===== src/krd_pkg.sv =====
// Shared types and constants of the keyed record deframer.
// Holds the input and result transaction structs, section codes and queue sizing.
// Depends on nothing.
package krd_pkg;

  // One raw byte of the serialized record.
  typedef struct packed {
    logic [7:0] data_byte;
    logic       last_byte;
  } in_t;

  // One decoded result.
  typedef struct packed {
    logic [7:0] decoded_byte;
    logic [1:0] section;
    logic       record_end;
    logic       truncated;
  } out_t;

  // Section codes carried in out_t.section.
  localparam logic [1:0] SecName    = 2'd0;
  localparam logic [1:0] SecAddress = 2'd1;
  localparam logic [1:0] SecFlag    = 2'd2;
  localparam logic [1:0] SecNone    = 2'd3;

  // Bytes of the length header that follow the key.
  localparam logic [15:0] HeaderBytes = 16'd4;

  // Depth of the result queue between the parser and the output stage.
  localparam int unsigned QueueDepth = 2;
  localparam int unsigned QueuePtrW  = (QueueDepth > 1) ? $clog2(QueueDepth) : 1;
  localparam int unsigned QueueCntW  = $clog2(QueueDepth + 1);

endpackage


===== src/krd_front.sv =====
// Front part of the deframer: accepts record bytes, tracks the record layout
// and classifies each byte into a result or no result. Uses krd_pkg.
module krd_front (
  input  logic          clk_i,
  input  logic          rst_ni,
  input  logic          accept_i,
  input  krd_pkg::in_t  in_data_i,
  output logic          push_o,
  output krd_pkg::out_t push_data_o
);

  typedef enum logic [2:0] {
    PhKey,
    PhHeader,
    PhName,
    PhAddress,
    PhFlag,
    PhIgnore
  } phase_e;

  phase_e      phase_q, phase_d;
  logic [7:0]  key_q, key_d;
  logic [15:0] name_len_q, name_len_d;
  logic [15:0] addr_len_q, addr_len_d;
  logic [15:0] left_q, left_d;

  logic [15:0] left_dec;
  logic [15:0] hdr_left;
  logic [7:0]  byte_v;
  logic        last_v;

  assign byte_v   = in_data_i.data_byte;
  assign last_v   = in_data_i.last_byte;
  assign left_dec = left_q - 16'd1;

  always_comb begin
    phase_d     = phase_q;
    key_d       = key_q;
    name_len_d  = name_len_q;
    addr_len_d  = addr_len_q;
    left_d      = left_q;
    push_o      = 1'b0;
    push_data_o = '0;
    hdr_left    = left_q;

    if (accept_i) begin
      case (phase_q)
        PhIgnore: begin
          if (last_v) begin
            phase_d = PhKey;
          end
        end

        PhFlag: begin
          push_o                   = 1'b1;
          push_data_o.decoded_byte = {7'd0, (byte_v != 8'd0)};
          push_data_o.section      = krd_pkg::SecFlag;
          push_data_o.record_end   = 1'b1;
          phase_d                  = last_v ? PhKey : PhIgnore;
          left_d                   = '0;
        end

        PhName, PhAddress: begin
          push_o = 1'b1;
          if (phase_q == PhName) begin
            push_data_o.decoded_byte = byte_v - key_q;
            push_data_o.section      = krd_pkg::SecName;
          end else begin
            push_data_o.decoded_byte = byte_v + key_q;
            push_data_o.section      = krd_pkg::SecAddress;
          end
          if (last_v) begin
            push_data_o.record_end = 1'b1;
            push_data_o.truncated  = 1'b1;
            phase_d                = PhKey;
            left_d                 = '0;
          end else begin
            left_d = left_dec;
            if (left_dec == 16'd0) begin
              if (phase_q == PhName && addr_len_q != 16'd0) begin
                phase_d = PhAddress;
                left_d  = addr_len_q;
              end else begin
                phase_d = PhFlag;
                left_d  = '0;
              end
            end
          end
        end

        PhHeader: begin
          if (left_q == 16'd0 || left_q > krd_pkg::HeaderBytes) begin
            hdr_left = krd_pkg::HeaderBytes;
          end
          if (hdr_left > 16'd2) begin
            name_len_d = {name_len_q[7:0], byte_v};
          end else begin
            addr_len_d = {addr_len_q[7:0], byte_v};
          end
          left_d = hdr_left - 16'd1;
          if (left_d == 16'd0) begin
            if (name_len_d != 16'd0) begin
              phase_d = PhName;
              left_d  = name_len_d;
            end else if (addr_len_d != 16'd0) begin
              phase_d = PhAddress;
              left_d  = addr_len_d;
            end else begin
              phase_d = PhFlag;
              left_d  = '0;
            end
          end
        end

        default: begin
          // Expecting a key byte; this also covers codes that mean nothing.
          key_d      = byte_v;
          name_len_d = '0;
          addr_len_d = '0;
          phase_d    = PhHeader;
          left_d     = krd_pkg::HeaderBytes;
        end
      endcase

      // A buffer that ends inside the key or header reports truncation alone.
      if (last_v && (phase_q != PhIgnore) && (phase_q != PhFlag) &&
          (phase_q != PhName) && (phase_q != PhAddress)) begin
        push_o                   = 1'b1;
        push_data_o.decoded_byte = '0;
        push_data_o.section      = krd_pkg::SecNone;
        push_data_o.record_end   = 1'b1;
        push_data_o.truncated    = 1'b1;
        phase_d                  = PhKey;
        left_d                   = '0;
      end
    end
  end

  always_ff @(posedge clk_i or negedge rst_ni) begin
    if (!rst_ni) begin
      phase_q    <= PhKey;
      key_q      <= '0;
      name_len_q <= '0;
      addr_len_q <= '0;
      left_q     <= '0;
    end else begin
      phase_q    <= phase_d;
      key_q      <= key_d;
      name_len_q <= name_len_d;
      addr_len_q <= addr_len_d;
      left_q     <= left_d;
    end
  end

endmodule


===== src/krd_queue.sv =====
// Short result queue that decouples the parser from the output stage.
// Register-based FIFO sized by krd_pkg::QueueDepth. Uses krd_pkg.
module krd_queue (
  input  logic          clk_i,
  input  logic          rst_ni,
  input  logic          push_i,
  input  krd_pkg::out_t push_data_i,
  input  logic          pop_i,
  output logic          empty_o,
  output logic          full_o,
  output krd_pkg::out_t pop_data_o
);

  krd_pkg::out_t                    mem_q [krd_pkg::QueueDepth];
  logic [krd_pkg::QueuePtrW-1:0]    wr_ptr_q, wr_ptr_d;
  logic [krd_pkg::QueuePtrW-1:0]    rd_ptr_q, rd_ptr_d;
  logic [krd_pkg::QueueCntW-1:0]    count_q, count_d;

  localparam logic [krd_pkg::QueuePtrW-1:0] LastPtr =
    krd_pkg::QueuePtrW'(krd_pkg::QueueDepth - 1);
  localparam logic [krd_pkg::QueueCntW-1:0] FullCount =
    krd_pkg::QueueCntW'(krd_pkg::QueueDepth);

  assign empty_o    = (count_q == '0);
  assign full_o     = (count_q == FullCount);
  assign pop_data_o = mem_q[rd_ptr_q];

  always_comb begin
    wr_ptr_d = wr_ptr_q;
    rd_ptr_d = rd_ptr_q;
    count_d  = count_q;
    if (push_i) begin
      wr_ptr_d = (wr_ptr_q == LastPtr) ? '0 : wr_ptr_q + 1'b1;
    end
    if (pop_i) begin
      rd_ptr_d = (rd_ptr_q == LastPtr) ? '0 : rd_ptr_q + 1'b1;
    end
    if (push_i && !pop_i) begin
      count_d = count_q + 1'b1;
    end else if (pop_i && !push_i) begin
      count_d = count_q - 1'b1;
    end
  end

  always_ff @(posedge clk_i or negedge rst_ni) begin
    if (!rst_ni) begin
      wr_ptr_q <= '0;
      rd_ptr_q <= '0;
      count_q  <= '0;
    end else begin
      wr_ptr_q <= wr_ptr_d;
      rd_ptr_q <= rd_ptr_d;
      count_q  <= count_d;
    end
  end

  always_ff @(posedge clk_i) begin
    if (push_i) begin
      mem_q[wr_ptr_q] <= push_data_i;
    end
  end

endmodule


===== src/krd_back.sv =====
// Back part of the deframer: moves results from the queue into the output
// register and holds them until the consumer takes them. Uses krd_pkg.
module krd_back (
  input  logic          clk_i,
  input  logic          rst_ni,
  input  logic          q_empty_i,
  input  krd_pkg::out_t q_data_i,
  output logic          q_pop_o,
  output logic          out_valid_o,
  input  logic          out_stall_i,
  output krd_pkg::out_t out_data_o
);

  logic          valid_q, valid_d;
  krd_pkg::out_t data_q;
  logic          load;

  // The output register can take a new result when empty or being drained.
  assign load    = !valid_q || !out_stall_i;
  assign q_pop_o = load && !q_empty_i;
  assign valid_d = load ? !q_empty_i : valid_q;

  assign out_valid_o = valid_q;
  assign out_data_o  = data_q;

  always_ff @(posedge clk_i or negedge rst_ni) begin
    if (!rst_ni) begin
      valid_q <= 1'b0;
    end else begin
      valid_q <= valid_d;
    end
  end

  always_ff @(posedge clk_i) begin
    if (q_pop_o) begin
      data_q <= q_data_i;
    end
  end

endmodule


===== src/keyed_record_deframer_core.sv =====
// Top level of the keyed record deframer.
// Connects the parsing front end, the result queue and the output stage.
// Uses krd_pkg, krd_front, krd_queue and krd_back.
//
//   Channel   Direction   Handshake               Payload
//   -------   ---------   ---------------------   ------------------------------
//   input     in          in_valid_i / in_stall_o  in_data_i  (krd_pkg::in_t)
//   output    out         out_valid_o / out_stall_i out_data_o (krd_pkg::out_t)
//
// One byte transaction is accepted per clock while the result queue has room.
// A byte that produces a result is written into the queue at the edge that accepts
// it, and the output register then loads it from the queue once it can take a new
// result.
// Reset clears the parser to expect a key byte and empties queue and output.
// A stalled output fills the two-entry queue; only then is the input stalled.
//
// A record is a key byte, a big-endian 16-bit name length, a big-endian 16-bit
// address length, the name bytes, the address bytes and a flag byte. Name bytes
// are decoded by subtracting the key, address bytes by adding it, both modulo
// 256. The flag byte yields 1 when nonzero. Key and length bytes yield nothing
// unless the buffer ends on one of them, in which case a single truncation
// report (section code for no data) closes the record. A buffer ending on a
// name or address byte marks that byte's result as the truncated record end.
// Bytes after the flag are dropped until the buffer ends.
module keyed_record_deframer_core (
  input  logic          clk_i,
  input  logic          rst_ni,
  input  logic          in_valid_i,
  output logic          in_stall_o,
  input  krd_pkg::in_t  in_data_i,
  output logic          out_valid_o,
  input  logic          out_stall_i,
  output krd_pkg::out_t out_data_o
);

  logic          accept;
  logic          push;
  krd_pkg::out_t push_data;
  logic          q_full;
  logic          q_empty;
  logic          q_pop;
  krd_pkg::out_t q_data;

  // Stall only while the queue is full, so every accepted byte has a slot
  // for the at most one result it can cause.
  assign in_stall_o = q_full;
  assign accept     = in_valid_i && !q_full;

  krd_front u_front (
    .clk_i       (clk_i),
    .rst_ni      (rst_ni),
    .accept_i    (accept),
    .in_data_i   (in_data_i),
    .push_o      (push),
    .push_data_o (push_data)
  );

  krd_queue u_queue (
    .clk_i       (clk_i),
    .rst_ni      (rst_ni),
    .push_i      (push),
    .push_data_i (push_data),
    .pop_i       (q_pop),
    .empty_o     (q_empty),
    .full_o      (q_full),
    .pop_data_o  (q_data)
  );

  krd_back u_back (
    .clk_i       (clk_i),
    .rst_ni      (rst_ni),
    .q_empty_i   (q_empty),
    .q_data_i    (q_data),
    .q_pop_o     (q_pop),
    .out_valid_o (out_valid_o),
    .out_stall_i (out_stall_i),
    .out_data_o  (out_data_o)
  );

endmodule


===== config.mk =====
export PLATFORM = sky130hd
export DESIGN_NAME = keyed_record_deframer_core
export DESIGN_NICKNAME = d
export VERILOG_FILES = /design/src/krd_pkg.sv /design/src/krd_front.sv /design/src/krd_queue.sv /design/src/krd_back.sv /design/src/keyed_record_deframer_core.sv
export SDC_FILE = /design/constraint.sdc
export NUM_CORES = 1
export LEC_CHECK = 0
export ABC_AREA = 1
export BUFFER_PORTS_ARGS = -buffer_cell sky130_fd_sc_hd__buf_2
export CELL_PAD_IN_SITES_DETAIL_PLACEMENT = 1
export CELL_PAD_IN_SITES_GLOBAL_PLACEMENT = 2
export CORE_MARGIN = 2
export CORE_UTILIZATION = 39
export DETAILED_ROUTE_END_ITERATION = 16
export PLACE_DENSITY = 0.91
export SLEW_MARGIN = 15
export SYNTH_ARGS = -nofsm -noshare
export SYNTH_HDL_FRONTEND = slang
export SYNTH_SLANG_ARGS = --single-unit

===== constraint.sdc =====
create_clock -name clk_i -period 4.9 [get_ports clk_i]
set_input_delay 0.245 -clock clk_i [delete_from_list [all_inputs] [get_ports clk_i]]
set_output_delay 0.245 -clock clk_i [all_outputs]
set_load 0.1 [all_outputs]

Word level (Yosys, flattened, before mapping)
Memory sizes are Yosys's and may differ from the RTL's. A register that Yosys moved wholly into a read port is not among the register bits.
Cells that the tools add are included.
{ "totals": {"ff_bits": 64, "ramBits": 24, "inputBits": 13, "out_inout_bits": 14, "wordCells": 114, "n_memories": 1} }
{ "classes": {"addsub": 8, "magnitude_cmp": 2, "n_eq_ne": 14, "mux": 44, "n_bitwise": 2, "n_reduce_logical": 34} }
{ "memory_table": {"columns": ["name", "depth", "width", "read_ports", "rd_ports_with_merged_regs", "wr", "line", "source"], "rows": [
  ["u_queue.mem_q", 2, 12, 1, 1, 1, "krd_queue.sv:14", "krd_pkg::out_t mem_q [krd_pkg::QueueDepth];"]
]} }
{ "ops": {"columns": ["cell", "count"], "rows": [
  ["16-bit 2-to-1 mux", 16],
  ["16-bit case mux with 2 select lines", 2],
  ["16-bit case mux with 4 select lines", 1],
  ["16-bit zero test", 3],
  ["16-bit nonzero test", 3],
  ["16-bit by 1-bit subtractor with 16-bit output (second input constant)", 2],
  ["3-bit 2-to-1 mux", 9],
  ["12-bit 2-to-1 mux", 2],
  ["11-bit case mux with 2 select lines", 1],
  ["16-bit by 2-bit > comparator with 1-bit output (second input constant)", 1],
  ["16-bit by 3-bit > comparator with 1-bit output (second input constant)", 1],
  ["3-bit case mux with 4 select lines", 1],
  ["10-bit 2-to-1 mux", 1],
  ["1-bit logical AND", 9],
  ["3-bit by 2-bit inequality test with 1-bit output (second input constant)", 3],
  ["8-bit adder", 1],
  ["1-bit 2-to-1 mux", 8],
  ["8-bit nonzero test", 1],
  ["8-bit subtractor", 1],
  ["3-bit by 2-bit == test with 1-bit output (second input constant)", 2],
  ["3-bit == test (second input constant)", 2],
  ["1-bit zero test", 6],
  ["2-bit 2-to-1 mux", 3],
  ["3-bit inequality test (second input constant)", 2],
  ["18 further kinds", 23]
]} }

Logic depth before layout (Yosys ltp)
Gate-level depths: netlist (run 1).
{ "depth": {"depth_word": 15, "ltp_mapped": 29, "ltp_nobuf": 26} }

By module
Synthesis (run 1) repeated with hierarchy kept, for this count alone.
{ "unflattened": {"cells_unflattened": 832, "hier_area_um2": 6336.1} }
{ "modules_own_cells": {"columns": ["mod", "instances", "cells_each", "area_per_inst_um2", "seq_area_each_um2"], "rows": [
  ["krd_front", 1, 752, 4817.1, 1476.4],
  ["krd_queue", 1, 62, 1107.3, 820.8],
  ["krd_back", 1, 16, 401.6, 385.4],
  ["keyed_record_deframer_core", 1, 2, 10.0, 0.0]
]} }

Worst setup path after synthesis (run 1)
No wires, ideal clock.
{ "synth_timing": {"kind": "reg-to-reg", "from": "register u_front.left_q[0]", "to": "register u_front.left_q[11]", "setup_time_ps": 117, "arrival_ps": 3082, "required_ps": 4783, "slack_ps": 1702, "path_stages_with_launch": 27, "n_path_buf": 3, "synth_period_minus_slack_ps": 3198, "cell_sequence": "dfrtp_1 -> inv_1 -> ha_1 -> nand2_1 -> inv_2 -> nor2_1 -> nor2_2 -> nand2_1 -> nor2_1 -> inv_1 -> ha_1 -> or2_0 -> buf_2 -> nand4_2 -> buf_6 -> buf_2 -> o21ai_0 -> nor2_1 -> nand2_1 -> nor2_1 -> nand2_2 -> nand2_4 -> o21ai_1 -> nand2_1 -> nand2_1 -> nand2_1 -> nand2_1"} }
{ "synth_between": {"elab_chain_len": 15, "word_cells_on_any_way": 26, "classes_between": "add/sub: 2; order compare: 2; mux: 16; reduce/logical: 6"} }
{ "synth_lines": {"columns": ["element", "line", "source"], "rows": [
  ["start: declaration", "krd_front.sv:25", "logic [15:0] left_q, left_d;"],
  ["start signal: assignment", "krd_front.sv:151", "left_q <= left_d;"],
  ["16-bit by 3-bit > comparator with 1-bit output / 16-bit zero test (equally long branches)", "krd_front.sv:92", "if (left_q == 16'd0 || left_q > krd_pkg::HeaderBytes) begin"],
  ["1-bit logical OR", "krd_front.sv:92", null],
  ["16-bit 2-to-1 mux", "krd_front.sv:92", null],
  ["16-bit 2-to-1 mux", "krd_front.sv:47", "case (phase_q)"],
  ["16-bit 2-to-1 mux", "krd_front.sv:46", "if (accept_i) begin"],
  ["16-bit by 2-bit > comparator with 1-bit output", "krd_front.sv:95", "if (hdr_left > 16'd2) begin"],
  ["16-bit 2-to-1 mux", "krd_front.sv:95", null],
  ["16-bit 2-to-1 mux", "krd_front.sv:47", null],
  ["16-bit 2-to-1 mux", "krd_front.sv:46", null],
  ["16-bit nonzero test", "krd_front.sv:105", "end else if (addr_len_d != 16'd0) begin"],
  ["16-bit 2-to-1 mux", "krd_front.sv:105", null],
  ["16-bit 2-to-1 mux", "krd_front.sv:102", "if (name_len_d != 16'd0) begin"],
  ["16-bit 2-to-1 mux", "krd_front.sv:101", "if (left_d == 16'd0) begin"],
  ["16-bit case mux with 4 select lines *", "krd_front.sv:47", null],
  ["16-bit 2-to-1 mux *", "krd_front.sv:126", "if (last_v && (phase_q != PhIgnore) && (phase_q != PhFlag) &&"]
]} }
Mark *: on every way between the ends. The rest lies on a longest branch, timed or not. The select of a mux whose other input is x is not followed.
A chain may end at the register's enable or synchronous reset.

Worst setup path after layout (run 1)
{ "layout_timing": {"from": "register u_front.left_q[0]", "to": "register u_front.phase_q[1]"} }
{ "layout_between": {"elab_chain_len": 15, "word_cells_on_any_way": 27, "classes_between": "add/sub: 2; order compare: 2; eq/ne: 2; mux: 14; reduce/logical: 7"} }
{ "layout_lines": {"columns": ["element", "line", "source"], "rows": [
  ["16-bit by 3-bit > comparator with 1-bit output / 16-bit zero test (equally long branches)", "krd_front.sv:92", null],
  ["1-bit logical OR", "krd_front.sv:92", null],
  ["16-bit 2-to-1 mux", "krd_front.sv:92", null],
  ["16-bit 2-to-1 mux", "krd_front.sv:47", null],
  ["16-bit 2-to-1 mux", "krd_front.sv:46", null],
  ["16-bit by 2-bit > comparator with 1-bit output", "krd_front.sv:95", null],
  ["16-bit 2-to-1 mux", "krd_front.sv:95", null],
  ["16-bit 2-to-1 mux", "krd_front.sv:47", null],
  ["16-bit 2-to-1 mux", "krd_front.sv:46", null],
  ["16-bit nonzero test", "krd_front.sv:105", null],
  ["3-bit 2-to-1 mux", "krd_front.sv:105", null],
  ["3-bit 2-to-1 mux", "krd_front.sv:102", null],
  ["3-bit 2-to-1 mux", "krd_front.sv:101", null],
  ["3-bit case mux with 4 select lines", "krd_front.sv:47", null],
  ["3-bit 2-to-1 mux", "krd_front.sv:126", null],
  ["end signal: assignment", "krd_front.sv:141", "phase_q <= PhKey;"],
  ["end signal: assignment", "krd_front.sv:147", "phase_q <= phase_d;"],
  ["end: declaration", "krd_front.sv:21", "phase_e phase_q, phase_d;"]
]} }
Parallel ways exist; a longest one is shown, timed or not. The select of a mux whose other input is x is not followed.

==> results.cfg, run 1 <==
[outcome]
status = finished clean

[logic_synthesis]
synth_warnings = 0
synth_fp_nets = 885
syn_avg_cell_area_sq_um = 7.335
yosysSeqAreaShare = 0.4273
synthSimpleGateAreaFrac = 0.3027
synthXorXnorAreaFrac = 0.03906
yosys_register_bits = 100
synth_compound_area_frac = 0.1100
ys_async_sr_fraction = 0.6400
syn_area_sq_um = 6279
muxShareOfSynthArea = 0
synth_ff_type = dfrtp_1
synthCells = 856
synth_edf_count = 36
synth_top_family_by_area = simple AND/OR/NAND/NOR gates
synth.distinct_cells = 41
yosys.area_share.adder = 0.03308

[critical_path]
crit_fanout = 74
worst_setup_path_start_kind = flip-flop
crit_path_end_kind = flip-flop
cp_data_arrival_time_ns = 4.33
critPathKind = reg -> reg
critPathRequiredTime_ns = 5.16

[global_route]
grt_usage = 0.2265
gr-total-overflow = 0
grt_pass1_vias = 5838
antenna_found_initial = 0
grt_pass1_wl_um = 29780
grt_start_max_net_pins = 75

[timing]
clock_skew_ns = 0.008357
timing.fmax_mhz = 245.7
setup_violations = 0
hold_viol = 0
period_needed_ns = 4.071
fin_tns_setup_ns = 0
slew_violations = 0
worst_pin_slew_ns = 1.053
setup_ws_ns = 0.8295
rsz0062_at_grt = no
max_slew_margin = 0.2957
fin_crit_sh = 0.8307

[final_layout]
area_delta_synth_final_pct = 9.944
multi_input_area_sq_um = 3047
final_nets = 902
final_common_cell = nand2_1
drive_above_1_share = 0.09339
num-fill-cells = 2033
antenna_cells = 0
final_cell_mix = nand2_1 (271), inv_1 (103), nor2_1 (87)
final_cells = 1094
area.sequential_sq_um = 2683

[floorplanning]
die_h_um = 130.9
initial_core_util = 0.3967
rows = 46
core_area_sq_um = 15830
fp.dieW_um = 130.9
dieArea_sq_um = 17130
pin_count = 27

[clock_tree]
clk_path_buf_depth = 2
cts_sinks = 100
cts_buffers = 9
cts_tree = done
htreeDepth = 3
cts_resized = 0
root_buffer = clkbuf_16
clock_latency_ns = 0.36
cts.clk_slew.worst_paths_ns = 0.08
postCtsHoldBufs = 0
cts_setup_buffers = 0

[flow_run]
cap_violations = 0

[drt]
drcViolationCount = 0
drt-pass1-iter-count = 4
via_count = 5606
first_iter_violations = 244
routed_wl_um = 18090
avgRoutedWirePerCell_um = 16.54
viasPerCell = 5.124
antenna_left = 0

[worst_hold_path]
hp-class = in -> async

[power_and_ir_drop]
ir_drop_mv = 0.3145
p_leak_nw = 3.392
p_per_area_nw_per_um2 = 755.0

[placed_design]
dp_slack_ns = 0.8837
numPortBuffers = 26
gp_congestion = 0.8239
hpwl_um = 13690
dp.cells = 1078
==> where the power goes <==
part / switching [mW] / internal, mW / total (mW) / leakage (nW)
Sequential: 0.174 / 1.14 / 1.32 / 1.20
Clock: 0.370 / 0.365 / 0.735 / 0.146
Combinational: 2.29 / 0.870 / 3.16 / 2.04
Total: 2.83 / 2.38 / 5.21 / 3.39
==> cell families after synthesis <==
kind of cell             count (synthesis)
adder cells (fa/ha/maj)                 16
buffers and inverters                  135
AO/OA/AOI/OAI                          126
XOR/XNOR                                28
AND/OR/NAND/NOR                        451
flip-flops                             100
==> area by class of cell <==
| type | instances | share of cell area |
|---|---|---|
| Sequential cell | 100 | 0.3886 |
| Inverter | 108 | 0.05873 |
| Tap cell | 216 | 0.03915 |
| Clock inverter | 7 | 0.01124 |
| Multi-Input combinational cell | 621 | 0.4414 |
| Timing Repair Buffer | 33 | 0.02828 |
| Clock buffer | 9 | 0.03263 |
==> registers in the layout, summed over array words and instances, names as in the netlist <==
signal and cells:
u_queue.mem_q 24, u_front.addr_len_q 16, u_front.left_q 16, u_front.name_len_q 16, u_back.out_data_o 12, u_front.key_q 8, u_front.phase_q 3, u_queue.count_q 2
u_back.out_valid_o 1, u_queue.rd_ptr_q 1, u_queue.wr_ptr_q 1
==> through the flow <==
step	instance area (sq um)	power, mW	hold WS, ns	utilization
after global placement	6600	4.421	0.4655	0.4170
after global routing	6903	5.688	0.1117	0.4361
after CTS	6903	5.253	0.09251	0.4361
after detailed placement	6600	4.492	0.4758	0.4170
after floorplan	6279	3.804	-0.05059	-
final	6903	5.212	0.09395	0.4361
==> cells in the mapped netlist, types with 12 or more instances <==
library cell | instances | area, sq um
nor2_1 | 88 | 330.3
inv_1 | 103 | 386.6
o21ai_0 | 75 | 375.4
nand2_1 | 271 | 1017
ha_1 | 15 | 187.7
edfxtp_1 | 36 | 1081
xnor2_1 | 12 | 105.1
dfrtp_1 | 64 | 1602
nand3_1 | 44 | 220.2
xor2_1 | 16 | 140.1
clkbuf_1 | 15 | 56.30
a21oi_1 | 12 | 60.06
o22ai_1 | 17 | 106.4
==> worst max-delay path, cell delays in order (launching register included) <==
cell and delay (ns):
dfrtp_1 0.41, inv_1 0.15, ha_1 0.23, nand2_1 0.08, inv_2 0.05, nor2_1 0.04, nor2_2 0.11, nand2_1 0.13
nor2_1 0.20, inv_1 0.10, ha_1 0.19, or2_0 0.38, nand4_2 0.20, buf_12 0.27, o21ai_0 0.20, nor2_1 0.15
nand2_1 0.06, nor2_1 0.14, nand2_2 0.16, nor3_1 0.39, o21ai_0 0.14, nand2_1 0.09, nand2_1 0.05
==> layer usage <==
| layer | up-vias | global-route usage | wire, um |
|---|---|---|---|
| li1 | 2768 | - | - |
| met1 | 2734 | 0.2793 | 8196 |
| met2 | 84 | 0.4130 | 9108 |
| met3 | 20 | 0.03950 | 538 |
| met4 | 0 | 0.05194 | 248 |
| met5 | - | 0 | 0 |
==> path summary, 6_finish.rpt <==
path | end | slack, ns | startpoint | cells past startpoint
min in group clk_i | u_back.out_valid_o$_DFFE_PN0P_ | 0.10 | out_stall_i | 3
worst max register to register | u_front.phase_q[1]$_DFFE_PN0P_ | 0.83 | u_front.left_q[0]$_DFFE_PN0P_ | 22
worst min register to register | u_back.out_valid_o$_DFFE_PN0P_ | 0.50 | u_back.out_valid_o$_DFFE_PN0P_ | 2
max in group asynchronous | u_front.left_q[4]$_DFFE_PN0P_ | 4.25 | rst_ni | 2
worst min-delay path | u_front.key_q[6]$_DFFE_PN0P_ | 0.09 | rst_ni | 2
worst max-delay path | u_front.phase_q[1]$_DFFE_PN0P_ | 0.83 | u_front.left_q[0]$_DFFE_PN0P_ | 22
Power figures use the tool's default switching activity.
==> run 2, diff against run 1 <==
ABC_AREA = 0   (was 1)
CORE_UTILIZATION = 41   (was 39)
PLACE_DENSITY = 0.86   (was 0.91)
clock period = 4 ns   (was 4.9 ns; I/O delays follow)
==> run 2 against run 1 <==
Effect of this change:
- register-to-register slack got worse by 0.47 ns
- routed wire length down 4.2%
- core utilization up 2.9 points
- via count decreased by 15%
- synthesized cell count is 35% lower
- critical path type unchanged
- highest routed layer unchanged
==> results.cfg, run 2 <==
[clock_tree]
htreeDepth = 3
clock_latency_ns = 0.35
cts_setup_buffers = 0
cts_resized = 0
cts_sinks = 100
cts.clk_slew.worst_paths_ns = 0.07
clk_path_buf_depth = 2
cts_tree = done
cts_buffers = 9
root_buffer = clkbuf_16

[logic_synthesis]
synth_ff_type = dfrtp_1
syn_area_sq_um = 5754
synth_top_area_frac = 0.2783
syn_avg_cell_area_sq_um = 10.29
synth_edf_count = 36
synth_top_cells_by_area = dfrtp_1 (28%), edfxtp_1 (19%), a22o_1 (5.0%), mux2_2 (4.3%), nand2_1 (3.4%)
yosysTopAreaCell = dfrtp_1
yosysSeqAreaShare = 0.4662
ys_async_sr_fraction = 0.6400
synth_fp_nets = 588
synthCells = 559
synth_warnings = 0
yosys.cell_count.top_type = dfrtp_1
synth.distinct_cells = 63
ys_top_cells_by_count = dfrtp_1 (64), nand2_1 (52), nor2_1 (38)
yosys_register_bits = 100

[floorplanning]
fp.dieW_um = 122.5
core_area_sq_um = 13770
pin_count = 27
rows = 43
die_h_um = 122.5
initial_core_util = 0.4178
dieArea_sq_um = 15000

[final_layout]
final_cell_mix = dfrtp_1 (64), nand2_1 (52), nor2_1 (38)
num-fill-cells = 1549
top_register = u_queue.mem_q
final_cells = 771
design_area_sq_um = 6400
antenna_cells = 0
drive_above_1_share = 0.1557
largest_reg_flops = 24
final_common_cell = dfrtp_1
area_delta_synth_final_pct = 11.22
fin_util = 0.4647
final_nets = 615

[timing]
hold_viol = 0
fin_tns_setup_ns = 0
hold_slack_ns = 0.06843
period_needed_ns = 3.637
setup_violations = 0
rsz0062_at_grt = no
slew_violations = 0
worst_pin_slew_ns = 1.035
fin_crit_sh = 0.9093
clock_skew_ns = 0.006179
max_slew_margin = 0.3063
timing.fmax_mhz = 274.9

[placed_design]
numPortBuffers = 26
placed_area_sq_um = 6122
gp_congestion = 0.8912
dp.cells = 754
hpwl_um = 12570

[drt]
avgRoutedWirePerCell_um = 22.48
first_iter_violations = 498
antenna_left = 0
drcViolationCount = 0
routed_wl_um = 17330
drt-pass1-iter-count = 7
viasPerCell = 6.213
via_count = 4790

[global_route]
antenna_found_initial = 0
grt_pass1_wl_um = 27770
gr-total-overflow = 0
grt_start_max_net_pins = 35
grt_pass1_vias = 4936
grt_usage = 0.2442

[power_and_ir_drop]
p_per_area_nw_per_um2 = 954.6
share_comb_of_total_power = 0.566
switching_share = 0.4929
seqPwrFrac = 0.301
p_clk_frac = 0.133
p_int_mw = 3.098
switchingPower_mw = 3.011
ir_drop_mv = 0.3855
p_leak_nw = 2.697

[critical_path]
cp_data_arrival_time_ns = 3.87
path_cells = nor4_1, nand4_1, a21oi_1, nand2_1, ha_1, o21bai_1, or2_0, buf_4, o21bai_1, a211oi_1, o21ai_0, a221o_1
slowest_delay_ns = 0.47
worst_setup_path_start_kind = flip-flop
critPathRequiredTime_ns = 4.24
cp_slowest_cell = dfrtp_1
crit_top_cell = o21bai_1
crit_fanout = 15
crit_path_end_kind = flip-flop
critPathKind = reg -> reg

[outcome]
status = finished clean

[flow_run]
cap_violations = 0

[worst_hold_path]
hp-class = in -> reg
[run 2: worst paths after layout]
check / startpoint / to / slack (ns) / depth (start not counted)
worst max register to register: u_front.left_q[3]$_DFFE_PN0P_ / u_front.left_q[15]$_DFFE_PN0P_ / 0.36 / 12
worst min register to register: u_back.out_valid_o$_DFFE_PN0P_ / u_back.out_valid_o$_DFFE_PN0P_ / 0.50 / 2
max in group asynchronous: rst_ni / u_back.out_valid_o$_DFFE_PN0P_ / 2.59 / 3
worst max-delay path: u_front.left_q[3]$_DFFE_PN0P_ / u_front.left_q[15]$_DFFE_PN0P_ / 0.36 / 12
min in group asynchronous: rst_ni / u_front.name_len_q[14]$_DFFE_PN0P_ / 0.45 / 2
worst min-delay path: out_stall_i / u_back.out_valid_o$_DFFE_PN0P_ / 0.07 / 3
[run 2: kinds of logic (layout without fill, tap and decap cells)]
family	after synthesis	after routing	synth area share
and+or+nand+nor	179	179	0.1618
xor gates and xnor gates	28	28	0.04262
adders and majority gates	16	16	0.03609
muxes	25	25	0.04827
AOI/OAI and AO/OA	162	162	0.2114
buffers and inverters	49	81	0.03370
DFF	100	100	0.4662
[run 2: final cells by class]
| cell class | instances | area, sq um | area share |
|---|---|---|---|
| Multi-Input combinational cell | 410 | 2878 | 0.4497 |
| Sequential cell | 100 | 2683 | 0.4192 |
| Timing Repair Buffer | 44 | 267.8 | 0.04184 |
| Clock buffer | 10 | 229.0 | 0.03578 |
| Tap cell | 180 | 225.2 | 0.03519 |
| Inverter | 21 | 78.83 | 0.01232 |
| Clock inverter | 6 | 38.79 | 0.006061 |
[run 2: stage by stage]
stage / power, mW / setup slack [ns]
after floorplan: 4.337 / 0.7703
after global placement: 5.126 / 0.6829
after detailed placement: 5.238 / 0.4107
after CTS: 6.099 / 0.3775
after global routing: 6.512 / 0.03301
final: 6.110 / 0.3626
[run 2: worst max-delay path: cells and delay by family (launching register included)]
kind                     cells  cell delay, ns
buffers and inverters        1            0.26
adder cells (fa/ha/maj)      1            0.22
AO/OA/AOI/OAI                6            1.46
AND/OR/NAND/NOR              4            1.10
flip-flops                   1            0.47
[run 2: power groups by stage]
stage | Combinational [mW] | Clock [mW] | Sequential [mW]
final | 3.46 | 0.816 | 1.84
after global routing | 3.76 | 0.865 | 1.88
after CTS | 3.44 | 0.830 | 1.82
after detailed placement | 3.40 | 0 | 1.84
after global placement | 3.30 | 0 | 1.82
after floorplan | 2.25 | 0 | 2.09
[run 2: metal layers]
metal,wire length [um],track usage,vias up
li1,-,-,2182
met1,7822,0.3417,2401
met2,8165,0.3851,168
met3,981,0.04414,39
met4,362,0.07687,0
met5,0,0,-
[run 2: what timing repair did]
action | in CTS | in global routing
endpoints found under the hold margin | 30 | 0
endpoints found under the setup margin | 0 | 0
hold buffers | 1 | 0
==> run 3, diff against run 2 <==
RECOVER_POWER = 50   (was unset)
==> run 3 against run 2 <==
Effect of this change:
- the run now ends with max-capacitance violations, max-slew violations left
- cell area decreased by 0.37%
- fmax shrank 0.15%
- core utilization fell by 0.17 points
- via count down 0.31%
- sequential share of layout area increased by 0.16 points
- non-clock buffer count did not move
- sequential cell count stayed put
- sequential power is essentially flat
- setup slack lost 0.0056 ns
- global-route usage did not move
- critical endpoint unchanged
- largest power group unchanged
- highest routed layer unchanged
==> results.cfg, run 3 (synthesis gave the netlist of run 2 again) <==
[worst_hold_path]
hold_path_startpoint = out_stall_i
hold_path_end = u_back.out_valid_o$_DFFE_PN0P_
hp-class = in -> reg
whs_path_depth = 3

[clock_tree]
cts_tree = done
htreeDepth = 3
root_buffer = clkbuf_16
clk_path_buf_depth = 2
cts.clk_slew.worst_paths_ns = 0.07
clock_latency_ns = 0.36
cts_sinks = 100
cts_setup_buffers = 0
cts_buffers = 9

[placed_design]
gp_congestion = 0.8912
hpwl_um = 12570
numPortBuffers = 26
placed_area_sq_um = 6122

[timing]
clock_skew_ns = 0.007109
period_needed_ns = 3.643
slew_violations = 32
max_slew_margin = -0.2139
worst_pin_slew_ns = 1.821
timing.fmax_mhz = 274.5
fin_crit_sh = 0.9108
fin_tns_setup_ns = 0
rsz0062_at_grt = no
hold_viol = 0
setup_violations = 0

[critical_path]
r2r-start = u_front.left_q[3]$_DFFE_PN0P_
cp_data_arrival_time_ns = 3.88
path_cells = nor4_1, nand4_1, a21oi_1, nand2_1, ha_1, o21bai_1, or2_0, buf_4, o21bai_1, a211oi_1, o21ai_0, a221o_1
rr_worst_depth = 12
crit_top_cell = o21bai_1
rrSetupSlack_ns = 0.36
crit_path_end_kind = flip-flop
critPathRequiredTime_ns = 4.24
critPathKind = reg -> reg
slowest_delay_ns = 0.48
cp_slowest_cell = dfrtp_1
crit_fanout = 15
timing.rr.end = u_front.left_q[15]$_DFFE_PN0P_
worst_setup_path_start_kind = flip-flop

[final_layout]
largest_reg_flops = 24
final_cell_mix = dfrtp_1 (64), nand2_1 (52), nor2_1 (38)
final_nets = 615
final_common_cell = dfrtp_1
drive_above_1_share = 0.1303
antenna_cells = 0
area_delta_synth_final_pct = 10.81
num-fill-cells = 1554
design_area_sq_um = 6376
top_register = u_queue.mem_q

[drt]
antenna_left = 0
viasPerCell = 6.193
drcViolationCount = 0
drt-pass1-iter-count = 5
routed_wl_um = 17320
avgRoutedWirePerCell_um = 22.47
via_count = 4775
first_iter_violations = 496

[global_route]
grt_usage = 0.2442
antenna_found_initial = 0
grt_start_max_net_pins = 35
grt_pass1_vias = 4936
gr-total-overflow = 0
grt_pass1_wl_um = 27770

[floorplanning]
fp.dieW_um = 122.5
core_area_sq_um = 13770
die_h_um = 122.5
rows = 43
initial_core_util = 0.4178
dieArea_sq_um = 15000
pin_count = 27

[flow_run]
cap_violations = 1

[outcome]
violations = max-capacitance violations, max-slew violations
status = finished, violations left

[power_and_ir_drop]
p_per_area_nw_per_um2 = 955.7
ir_drop_mv = 0.3879
total_power_mw = 6.094
p_leak_nw = 2.655
-- run 3: cell count changes in the layout (fill, tap and decap cells not counted) --
cell	delta
buf_2	-14
clkbuf_1	+15
clkbuf_2	+1
buf_4	-2
-- run 3: area by class of cell --
class,instances,area [sq um],area share
Clock inverter,6,38.79,0.006083
Timing Repair Buffer,44,244.0,0.03827
Tap cell,180,225.2,0.03532
Inverter,21,78.83,0.01236
Multi-Input combinational cell,410,2878,0.4513
Clock buffer,10,229.0,0.03591
Sequential cell,100,2683,0.4207
-- run 3: what timing repair did --
item / CTS / global route
hold endpoints to repair: 30 / 0
endpoints found under the setup margin: 0 / 0
hold buffers: 1 / 0
resized for setup: 0 / 0
-- run 3: per-layer routing --
layer / global-route usage / wire length (um) / vias up
met3: 0.04414 / 861 / 29
li1: - / - / 2184
met4: 0.07687 / 332 / 0
met5: 0 / 0 / -
met1: 0.3417 / 7930 / 2410
met2: 0.3851 / 8199 / 152
-- run 3: worst max-delay path: cells and delay by family, from the launching register on --
family,cells,cell delay (ns)
compound gates,6,1.47
flops,1,0.48
buf+inv,1,0.26
simple gates,4,1.10
fa+ha+maj,1,0.22
-- run 3: where the power goes --
group          switching, mW  internal [mW]  total, mW
Sequential             0.408           1.43       1.84
Combinational           2.21           1.22       3.44
Clock                  0.395          0.421      0.817
Total                   3.01           3.08       6.09
-- run 3: worst max path at each step --
stage | from | endpoint | slack, ns | cells past startpoint
floorplan | u_front.left_q[8]$_DFFE_PN0P_ | u_front.left_q[13]$_DFFE_PN0P_ | 0.77 | 13
global placement | u_front.left_q[3]$_DFFE_PN0P_ | u_front.left_q[13]$_DFFE_PN0P_ | 0.68 | 12
detailed placement | u_front.left_q[3]$_DFFE_PN0P_ | u_front.addr_len_q[3]$_DFFE_PN0P_ | 0.41 | 11
CTS | u_front.left_q[3]$_DFFE_PN0P_ | u_front.addr_len_q[3]$_DFFE_PN0P_ | 0.38 | 11
global route | u_front.left_q[3]$_DFFE_PN0P_ | u_front.left_q[9]$_DFFE_PN0P_ | 0.03 | 12
finish | u_front.left_q[3]$_DFFE_PN0P_ | u_front.left_q[15]$_DFFE_PN0P_ | 0.36 | 12
-- run 3: stage by stage --
stage	hold WS [ns]	util	cells	setup slack (ns)
3_3_place_gp	0.3127	0.4445	754	0.6829
4_1_cts	0.06576	0.4647	771	0.3775
2_1_floorplan	-0.09559	-	559	0.7703
6_report	0.06845	0.4629	771	0.3570
3_5_place_dp	0.3175	0.4445	754	0.4107
5_1_grt	0.07651	0.4629	771	0.03301
